`config.mk`:
```
export PLATFORM = sky130hd
export DESIGN_NAME = imu_bias_calibrate_and_scale_core
export DESIGN_NICKNAME = d
export VERILOG_FILES = /design/src/design/ibcs_pkg.sv /design/src/design/imu_bias_calibrate_and_scale_core.sv
export SDC_FILE = /design/constraint.sdc
export NUM_CORES = 2
export LEC_CHECK = 0
export ABC_CLOCK_PERIOD_IN_PS = 34200
export BUFFER_PORTS_ARGS = -buffer_cell sky130_fd_sc_hd__clkbuf_2
export CORE_MARGIN = 2
export CORE_UTILIZATION = 50
export CTS_CLUSTER_DIAMETER = 80
export DETAILED_ROUTE_END_ITERATION = 7
export PLACE_DENSITY = 0.67
export SETUP_SLACK_MARGIN = 0.15
export SYNTH_ARGS = -nofsm -noshare
export SYNTH_HDL_FRONTEND = slang
export SYNTH_SLANG_ARGS = --single-unit
```
`constraint.sdc`:
```
create_clock -name aclk -period 34.2 [get_ports aclk]
set_input_delay 3.42 -clock aclk [delete_from_list [all_inputs] [get_ports aclk]]
set_output_delay 3.42 -clock aclk [all_outputs]
set_load 0.05 [all_outputs]
```
`src/design/ibcs_pkg.sv`:
```
// ----------------------------------------------------------------------------
// IMU calibration package
// Shared constants, state encoding and scale tables.
// ----------------------------------------------------------------------------
`default_nettype none
package ibcs_pkg;
    localparam int BIAS_FRAC_BITS_DEF = 8;
    localparam int OUT_FRAC_BITS_DEF  = 16;
    localparam int NUM_AXES           = 6;

    localparam logic [1:0] REG_ACCEL_RANGE = 2'd0;
    localparam logic [1:0] REG_GYRO_RANGE  = 2'd1;
    localparam logic [1:0] REG_CALIB_COUNT = 2'd2;

    localparam logic ACT_CONVERT = 1'b0;
    localparam logic ACT_CALIB   = 1'b1;

    typedef enum logic [1:0] {
        ST_IDLE,
        ST_DIV,
        ST_NEXT,
        ST_OUT
    } state_t;

    function automatic logic [14:0] accel_lsb_scale(input logic [1:0] r);
        logic [14:0] s;
        begin
            unique case (r)
                2'd0: s = 15'd16384;
                2'd1: s = 15'd8192;
                2'd2: s = 15'd4096;
                default: s = 15'd2048;
            endcase
            return s;
        end
    endfunction

    function automatic logic [10:0] gyro_scale10(input logic [1:0] r);
        logic [10:0] s;
        begin
            unique case (r)
                2'd0: s = 11'd1310;
                2'd1: s = 11'd655;
                2'd2: s = 11'd328;
                default: s = 11'd164;
            endcase
            return s;
        end
    endfunction
endpackage
`default_nettype wire

```
`src/design/imu_bias_calibrate_and_scale_core.sv`:
```
// ----------------------------------------------------------------------------
// IMU bias calibration and scaling core
// Accumulates calibration words, derives biases and scales raw samples.
// ----------------------------------------------------------------------------
// One word is computed at a time. A convert word or the last word of a
// calibration run passes six axes through one restoring divider that
// produces one quotient bit per cycle (QW = 64 quotient bits here). A
// calibration word that does not end a run is only added to the sums, and
// the core stays ready for the next word.
// Results sit in an output register, so the next word is taken while a
// result waits; a second finished result holds the core in its last step
// until the first one is taken.
`default_nettype none
module imu_bias_calibrate_and_scale_core #(
    parameter int BIAS_FRAC_BITS = ibcs_pkg::BIAS_FRAC_BITS_DEF,
    parameter int OUT_FRAC_BITS  = ibcs_pkg::OUT_FRAC_BITS_DEF
) (
    input  wire logic               aclk,
    input  wire logic               aresetn,
    input  wire logic               cfg_we,
    input  wire logic [1:0]         cfg_index,
    input  wire logic [15:0]        cfg_data,
    input  wire logic               s_valid,
    output logic                    s_ready,
    input  wire logic               s_action,
    input  wire logic signed [15:0] s_accel_x_raw,
    input  wire logic signed [15:0] s_accel_y_raw,
    input  wire logic signed [15:0] s_accel_z_raw,
    input  wire logic signed [15:0] s_gyro_x_raw,
    input  wire logic signed [15:0] s_gyro_y_raw,
    input  wire logic signed [15:0] s_gyro_z_raw,
    output logic                    m_valid,
    input  wire logic               m_ready,
    output logic                    m_kind,
    output logic signed [31:0]      m_accel_x_out,
    output logic signed [31:0]      m_accel_y_out,
    output logic signed [31:0]      m_accel_z_out,
    output logic signed [31:0]      m_gyro_x_out,
    output logic signed [31:0]      m_gyro_y_out,
    output logic signed [31:0]      m_gyro_z_out
);
    localparam int NW = 64;
    localparam int DW = 32;
    localparam int CW = $clog2(NW + 1);

    ibcs_pkg::state_t state_reg, state_next;

    logic [1:0]  arange_reg, grange_reg;
    logic [15:0] ccount_reg;
    logic signed [31:0] bias_reg [6];
    logic signed [31:0] sum_reg  [6];
    logic [15:0] seen_reg;
    logic signed [15:0] raw_reg [6];
    logic        kind_reg;
    logic [2:0]  axis_reg;
    logic [CW-1:0] cnt_reg;
    logic [NW-1:0] num_reg;
    logic [DW-1:0] den_reg;
    logic [DW:0]   rem_reg;
    logic [NW-1:0] quo_reg;
    logic          neg_reg;
    logic [16:0]   n_reg;
    logic signed [31:0] res_reg [6];
    logic signed [31:0] out_reg [6];
    logic          out_kind_reg;
    logic          out_valid_reg;

    logic [16:0] n_next;
    logic [15:0] target;
    logic signed [63:0] numer;
    logic [DW-1:0] den_sel;
    logic [DW:0] rem_sh, rem_sub;
    logic signed [64:0] q_signed;
    logic signed [64:0] q_adj;
    logic signed [31:0] q_sat;
    logic [14:0] ascale;
    logic [10:0] gscale;
    logic        out_load;

    assign ascale = ibcs_pkg::accel_lsb_scale(arange_reg);
    assign gscale = ibcs_pkg::gyro_scale10(grange_reg);
    assign n_next = {1'b0, seen_reg} + 17'd1;
    assign target = (ccount_reg == 16'd0) ? 16'd1 : ccount_reg;
    assign out_load = (state_reg == ibcs_pkg::ST_OUT) && (!out_valid_reg || m_ready);

    always_comb begin
        logic signed [63:0] r;
        logic signed [63:0] b;
        r = 64'(raw_reg[axis_reg]);
        b = 64'(bias_reg[axis_reg]);
        if (kind_reg) begin
            numer = 64'(sum_reg[axis_reg]) <<< BIAS_FRAC_BITS;
            den_sel = DW'(n_reg);
        end else if (axis_reg < 3'd3) begin
            numer = ((r <<< BIAS_FRAC_BITS) - b) <<< OUT_FRAC_BITS;
            den_sel = DW'({17'd0, ascale} << BIAS_FRAC_BITS);
        end else begin
            numer = (((r <<< BIAS_FRAC_BITS) - b) <<< OUT_FRAC_BITS) * 64'sd10;
            den_sel = DW'({21'd0, gscale} << BIAS_FRAC_BITS);
        end
    end

    assign rem_sh  = {rem_reg[DW-1:0], num_reg[NW-1]};
    assign rem_sub = rem_sh - {1'b0, den_reg};

    always_comb begin
        q_signed = neg_reg ? -$signed({1'b0, quo_reg}) : $signed({1'b0, quo_reg});
        if (neg_reg && rem_reg != '0) q_signed = q_signed - 65'sd1;
        q_adj = q_signed;
        if (kind_reg && axis_reg == 3'd2)
            q_adj = q_signed - (65'(ascale) <<< BIAS_FRAC_BITS);
        if (q_adj > 65'sd2147483647) q_sat = 32'sh7fffffff;
        else if (q_adj < -65'sd2147483648) q_sat = 32'sh80000000;
        else q_sat = q_adj[31:0];
    end

    always_comb begin
        state_next = state_reg;
        s_ready = 1'b0;
        unique case (state_reg)
            ibcs_pkg::ST_IDLE: begin
                s_ready = 1'b1;
                if (s_valid && s_ready) begin
                    if (s_action == ibcs_pkg::ACT_CONVERT || n_next[15:0] >= target)
                        state_next = ibcs_pkg::ST_NEXT;
                end
            end
            ibcs_pkg::ST_NEXT: state_next = ibcs_pkg::ST_DIV;
            ibcs_pkg::ST_DIV: begin
                if (cnt_reg == CW'(NW)) begin
                    state_next = (axis_reg == 3'd5) ? ibcs_pkg::ST_OUT : ibcs_pkg::ST_NEXT;
                end
            end
            ibcs_pkg::ST_OUT: begin
                if (!out_valid_reg || m_ready) state_next = ibcs_pkg::ST_IDLE;
            end
            default: state_next = ibcs_pkg::ST_IDLE;
        endcase
    end

    always_ff @(posedge aclk) begin
        if (!aresetn) begin
            state_reg     <= ibcs_pkg::ST_IDLE;
            arange_reg    <= 2'd0;
            grange_reg    <= 2'd1;
            ccount_reg    <= 16'd1000;
            seen_reg      <= '0;
            out_valid_reg <= 1'b0;
            for (int i = 0; i < 6; i++) begin
                bias_reg[i] <= '0;
                sum_reg[i]  <= '0;
            end
        end else begin
            state_reg <= state_next;
            if (cfg_we) begin
                unique case (cfg_index)
                    ibcs_pkg::REG_ACCEL_RANGE: arange_reg <= cfg_data[1:0];
                    ibcs_pkg::REG_GYRO_RANGE:  grange_reg <= cfg_data[1:0];
                    ibcs_pkg::REG_CALIB_COUNT: ccount_reg <= cfg_data;
                    default: ;
                endcase
            end
            if (out_load) out_valid_reg <= 1'b1;
            else if (m_ready) out_valid_reg <= 1'b0;
            unique case (state_reg)
                ibcs_pkg::ST_IDLE: begin
                    axis_reg <= '0;
                    if (s_valid && s_ready) begin
                        raw_reg[0] <= s_accel_x_raw;
                        raw_reg[1] <= s_accel_y_raw;
                        raw_reg[2] <= s_accel_z_raw;
                        raw_reg[3] <= s_gyro_x_raw;
                        raw_reg[4] <= s_gyro_y_raw;
                        raw_reg[5] <= s_gyro_z_raw;
                        kind_reg <= s_action;
                        n_reg <= n_next;
                        if (s_action == ibcs_pkg::ACT_CALIB) begin
                            sum_reg[0] <= sum_reg[0] + 32'(s_accel_x_raw);
                            sum_reg[1] <= sum_reg[1] + 32'(s_accel_y_raw);
                            sum_reg[2] <= sum_reg[2] + 32'(s_accel_z_raw);
                            sum_reg[3] <= sum_reg[3] + 32'(s_gyro_x_raw);
                            sum_reg[4] <= sum_reg[4] + 32'(s_gyro_y_raw);
                            sum_reg[5] <= sum_reg[5] + 32'(s_gyro_z_raw);
                            seen_reg <= (n_next[15:0] >= target) ? 16'd0 : n_next[15:0];
                        end
                    end
                end
                ibcs_pkg::ST_NEXT: begin
                    neg_reg <= numer[63];
                    num_reg <= numer[63] ? NW'(-numer) : NW'(numer);
                    den_reg <= den_sel;
                    rem_reg <= '0;
                    quo_reg <= '0;
                    cnt_reg <= '0;
                end
                ibcs_pkg::ST_DIV: begin
                    if (cnt_reg == CW'(NW)) begin
                        res_reg[axis_reg] <= q_sat;
                        if (kind_reg) bias_reg[axis_reg] <= q_sat;
                        axis_reg <= axis_reg + 3'd1;
                    end else begin
                        num_reg <= num_reg << 1;
                        cnt_reg <= cnt_reg + CW'(1);
                        if (!rem_sub[DW]) begin
                            rem_reg <= rem_sub;
                            quo_reg <= {quo_reg[NW-2:0], 1'b1};
                        end else begin
                            rem_reg <= rem_sh;
                            quo_reg <= {quo_reg[NW-2:0], 1'b0};
                        end
                    end
                end
                ibcs_pkg::ST_OUT: begin
                    if (out_load) begin
                        out_kind_reg <= kind_reg;
                        for (int i = 0; i < 6; i++) out_reg[i] <= res_reg[i];
                        if (kind_reg) begin
                            for (int i = 0; i < 6; i++) sum_reg[i] <= '0;
                        end
                    end
                end
                default: ;
            endcase
        end
    end

    assign m_valid       = out_valid_reg;
    assign m_kind        = out_kind_reg;
    assign m_accel_x_out = out_reg[0];
    assign m_accel_y_out = out_reg[1];
    assign m_accel_z_out = out_reg[2];
    assign m_gyro_x_out  = out_reg[3];
    assign m_gyro_y_out  = out_reg[4];
    assign m_gyro_z_out  = out_reg[5];
endmodule
`default_nettype wire

```
Yosys cells after proc, flatten, opt, wreduce, memory -nomap -nowiden
Memories as Yosys holds them, arrays and structs flattened. A register that Yosys moved wholly into a read port is not among the register bits.
Cells that the tools add are included.
- bitwise operators: 14
- divide/modulo/power cells: 0
- add/sub/neg operators: 15
- equality and inequality tests: 17
- multiplexer cells: 80
- reductions and logical operators: 28
- shift-type cells: 0
- magnitude comparators: 4
- multipliers: 1
- operators with widths (operator ; count):
    $mux 32 ; 15
    $mux 64 ; 5
    $pmux 64 s2 ; 2
    $mux 65 ; 3
    $add 32x16->32 ; 6
    $mux 33 ; 2
    $pmux 33 s2 ; 1
    $gt 65x32->1 const B ; 1
    $lt 65x32->1 const B ; 1
    $neg 64->65 ; 1
    $sub 65x2->65 const B ; 1
    $sub 65x23->65 ; 1
    $neg 64->64 ; 1
    $pmux 15 s3 ; 1
    $mul 33x4->37 const B ; 1
    $mux 1 ; 33
    $pmux 11 s3 ; 1
    $reduce_bool 33->1 ; 1
    $sub 24x32->33 ; 1
    $sub 33x23->33 ; 1
    $mux 16 ; 2
    $reduce_or 32->1 ; 1
    $mux 19 ; 1
    $add 16x1->17 const B ; 1
    30 further kinds ; 75
- latch bits: 0
- memories: 5
- input port bits: 120
- ROM bits: 0
- output and inout bits: 195
- register bits after elaboration: 253
- memory bits (writable): 864
- word-level logic and storage cells: 182
- memory list (name ; words ; width ; read ports ; clocked after memory_dff ; wr ports ; line ; text):
    bias_reg ; 6 ; 32 ; 1 ; 1 ; 6 ; imu_bias_calibrate_and_scale_core.sv:50 ; logic signed [31:0] bias_reg [6];
    out_reg ; 6 ; 32 ; 6 ; 0 ; 6 ; imu_bias_calibrate_and_scale_core.sv:64 ; logic signed [31:0] out_reg [6];
    res_reg ; 6 ; 32 ; 6 ; 0 ; 1 ; imu_bias_calibrate_and_scale_core.sv:63 ; logic signed [31:0] res_reg [6];
    sum_reg ; 6 ; 32 ; 7 ; 1 ; 6 ; imu_bias_calibrate_and_scale_core.sv:51 ; logic signed [31:0] sum_reg [6];
    raw_reg ; 6 ; 16 ; 1 ; 1 ; 6 ; imu_bias_calibrate_and_scale_core.sv:53 ; logic signed [15:0] raw_reg [6];

Longest topological paths before layout
- word-level depth: 10
- depth in mapped cells: 42

Worst setup path before layout
OpenSTA, ideal clock, no wires.
- kind: input-to-reg
- from: input aresetn
- to: memory out_reg[0][0], enable pin
- arrival time: 11.754 ns
- path slack: 21.699 ns
- cell stages on the path: 3
- library setup time: 0.747 ns
- path through: clkbuf_1 nand2_1 nor2_1
- RTL lines (element ; line ; text):
    from (decl) ; imu_bias_calibrate_and_scale_core.sv:19 ; input wire logic aresetn,
    to (decl) ; imu_bias_calibrate_and_scale_core.sv:64 ;

==> qor.yml <==
status: "completed"
grt_use_total_pct: 26.0
cts.clk_slew.worst_paths_ns: 0.06
clock_sinks: 1176
slew_violations: 0
crit_buf_inv: 2
routedWlPerCell_um: 22.7
rsz0062_at_grt: "no"
synth_area_um2: 66000
worst_pin_slew_ns: 1.21
final-hold-violation-count: 0
drive_gt1_share_pct: 13.4
core_area_um2: 131000
worstSetupPathType: "flop to flop"
synth_top_cell_by_area: "edfxtp_1"
synth_edf_count: 1134
slowest_stage: "a2111oi_0"
slowest_delay_ns: 0.91
worstPathMaxFanout: 48
holdBufCountCts: 0
fp.dieArea_um2: 135000
finalSetupTns_ns: 0
p_leak_nw: 27.0
yosysSeqAreaShare_pct: 52.9
timing.final.ws_setup_ns: 23.89
clock_latency_ns: 0.80
synth_commonest_cells: "edfxtp_1, nor2_1, nand2_1, a21oi_1, ha_1"
cts_tree: "done"
fmax_mhz: 97.0
synthCells: 5746
layout_min_cycle_time_ns: 10.31
numCtsBuffers: 120
reg2reg_slack_ns: 23.89
grt_antenna_before_repair: 12
crit_path_frequent_cell: "o21ai_0"
drc: 0
initial_utilization_pct: 50.3
num_vias: 47900
die_x_um: 367
portBuffers: 314
holdWs_ns: 0.398
async_flop_share_pct: 0
finalSetupViolCount: 0
synth_seq_cells: 1176
place.gp.congestion: 0.918
synth_most_common_cell: "edfxtp_1"
arrival_ns: 10.76
grt_start_max_net_pins: 160
timing.final.crit_share_pct: 30.1
nets: 6430
ant_nets: 0
rows: 133
preCtsSetupSlack_ns: 24.02
end_kind: "flop"
area_growth_syn_to_layout_pct: 11.5
die_y_um: 367
finalWirelength_mm: 178
synth_fp_nets: 6201
path_delay_family: "compound AO/OA/AOI/OAI gates"
clock_skew_ns: 0.0943
max_cap_viol_count: 0
max-vdd-ir-drop_mv: 0.0464
clockBufferDepth: 3
synth_top_flop_cell: "edfxtp_1"
relSlewSlack_pct: 19.1
largest_reg_flops: 256
yosysUniqueCellTypes: 105
syn_avg_cell_area_um2: 11.5
drt_first_pass_iters: 6
synth_area_leaders: "edfxtp_1, ha_1, mux4_2"
pwr_density_cell_nw_per_um2: 55.8
gr-total-overflow: 0
io_pins: 315
ys_warn_count: 0
vias_per_cell: 6.12
post-route-util_pct: 56.1
root_buffer: "clkbuf_16"
worstPathRequired_ns: 34.65
hp-class: "flop to flop"
cts.htree.levels: 3
hpwlAfterDp_mm: 124
post_cts_resized: 0
grt_pass1_wl_mm: 274
cp-start-kind: "flop"
drt_iter0_markers: 4889
grt_pass1_vias: 45900
postCtsSetupBuffers: 0
netlist.area_leader.share_pct: 51.6
[cell families (layout without fill, tap and decap cells)]
family,after synthesis,after routing,share of synthesized area [%]
simple gates,1950,1950,15.0
xor+xnor,410,410,5.48
other cells,0,1,0
compound gates,1206,1206,12.0
mux,220,220,5.47
flops,1176,1176,52.9
buf+inv,448,778,2.77
fa+ha+maj,336,336,6.47
[where the power goes]
group | switching [mW] | internal, mW
combinational | 0.628 | 0.413
clock | 0.584 | 0.818
sequential | 0.0315 | 1.63
[cell usage in the layout (no fill, tap or decap), types with 122 or more instances in the layout]
cell type / instances
clkbuf_2: 314
nor2_1: 526
nand3_1: 168
clkbuf_16: 122
inv_1: 165
a31oi_1: 127
nand2_1: 369
nor3_1: 203
ha_1: 326
xor2_1: 194
a21oi_1: 349
o21ai_0: 207
edfxtp_1: 1134
xnor2_1: 213
[final cells by class]
class	count	area, µm²
Inverter	167	627
Tap cell	1755	2200
Fill cell	11000	57700
Clock buffer	137	3120
Sequential cell	1176	34900
Timing Repair Buffer	388	2150
Clock inverter	86	1140
Multi-Input combinational cell	4122	29500
Antenna cell	1	2.50
[metal layers]
metal	GRT usage [%]	wire length, µm
met4	7.25	4540
met2	42.2	83400
met3	4.61	13700
met5	0	106
met1	36.1	76400
[per-stage QoR]
step | total power, mW | instance area (µm²) | instances
after floorplan | 2.47 | 66000 | 5746
after global placement | 2.70 | 69300 | 7608
after detailed placement | 2.72 | 69300 | 7608
after CTS | 4.11 | 73600 | 7831
after global routing | 4.30 | 73600 | 7831
final | 4.11 | 73600 | 7832
[final timing paths]
kind                         end            from  depth (start not counted)
setup reg to reg     num_reg[33]            flop                         28
hold reg to reg   out_reg[5][11]  res_reg[5][11]                          0
setup / recovery     num_reg[33]            flop                         28
hold / removal    out_reg[5][11]  res_reg[5][11]                          0
No activity file was read; power rests on OpenSTA's default activity.
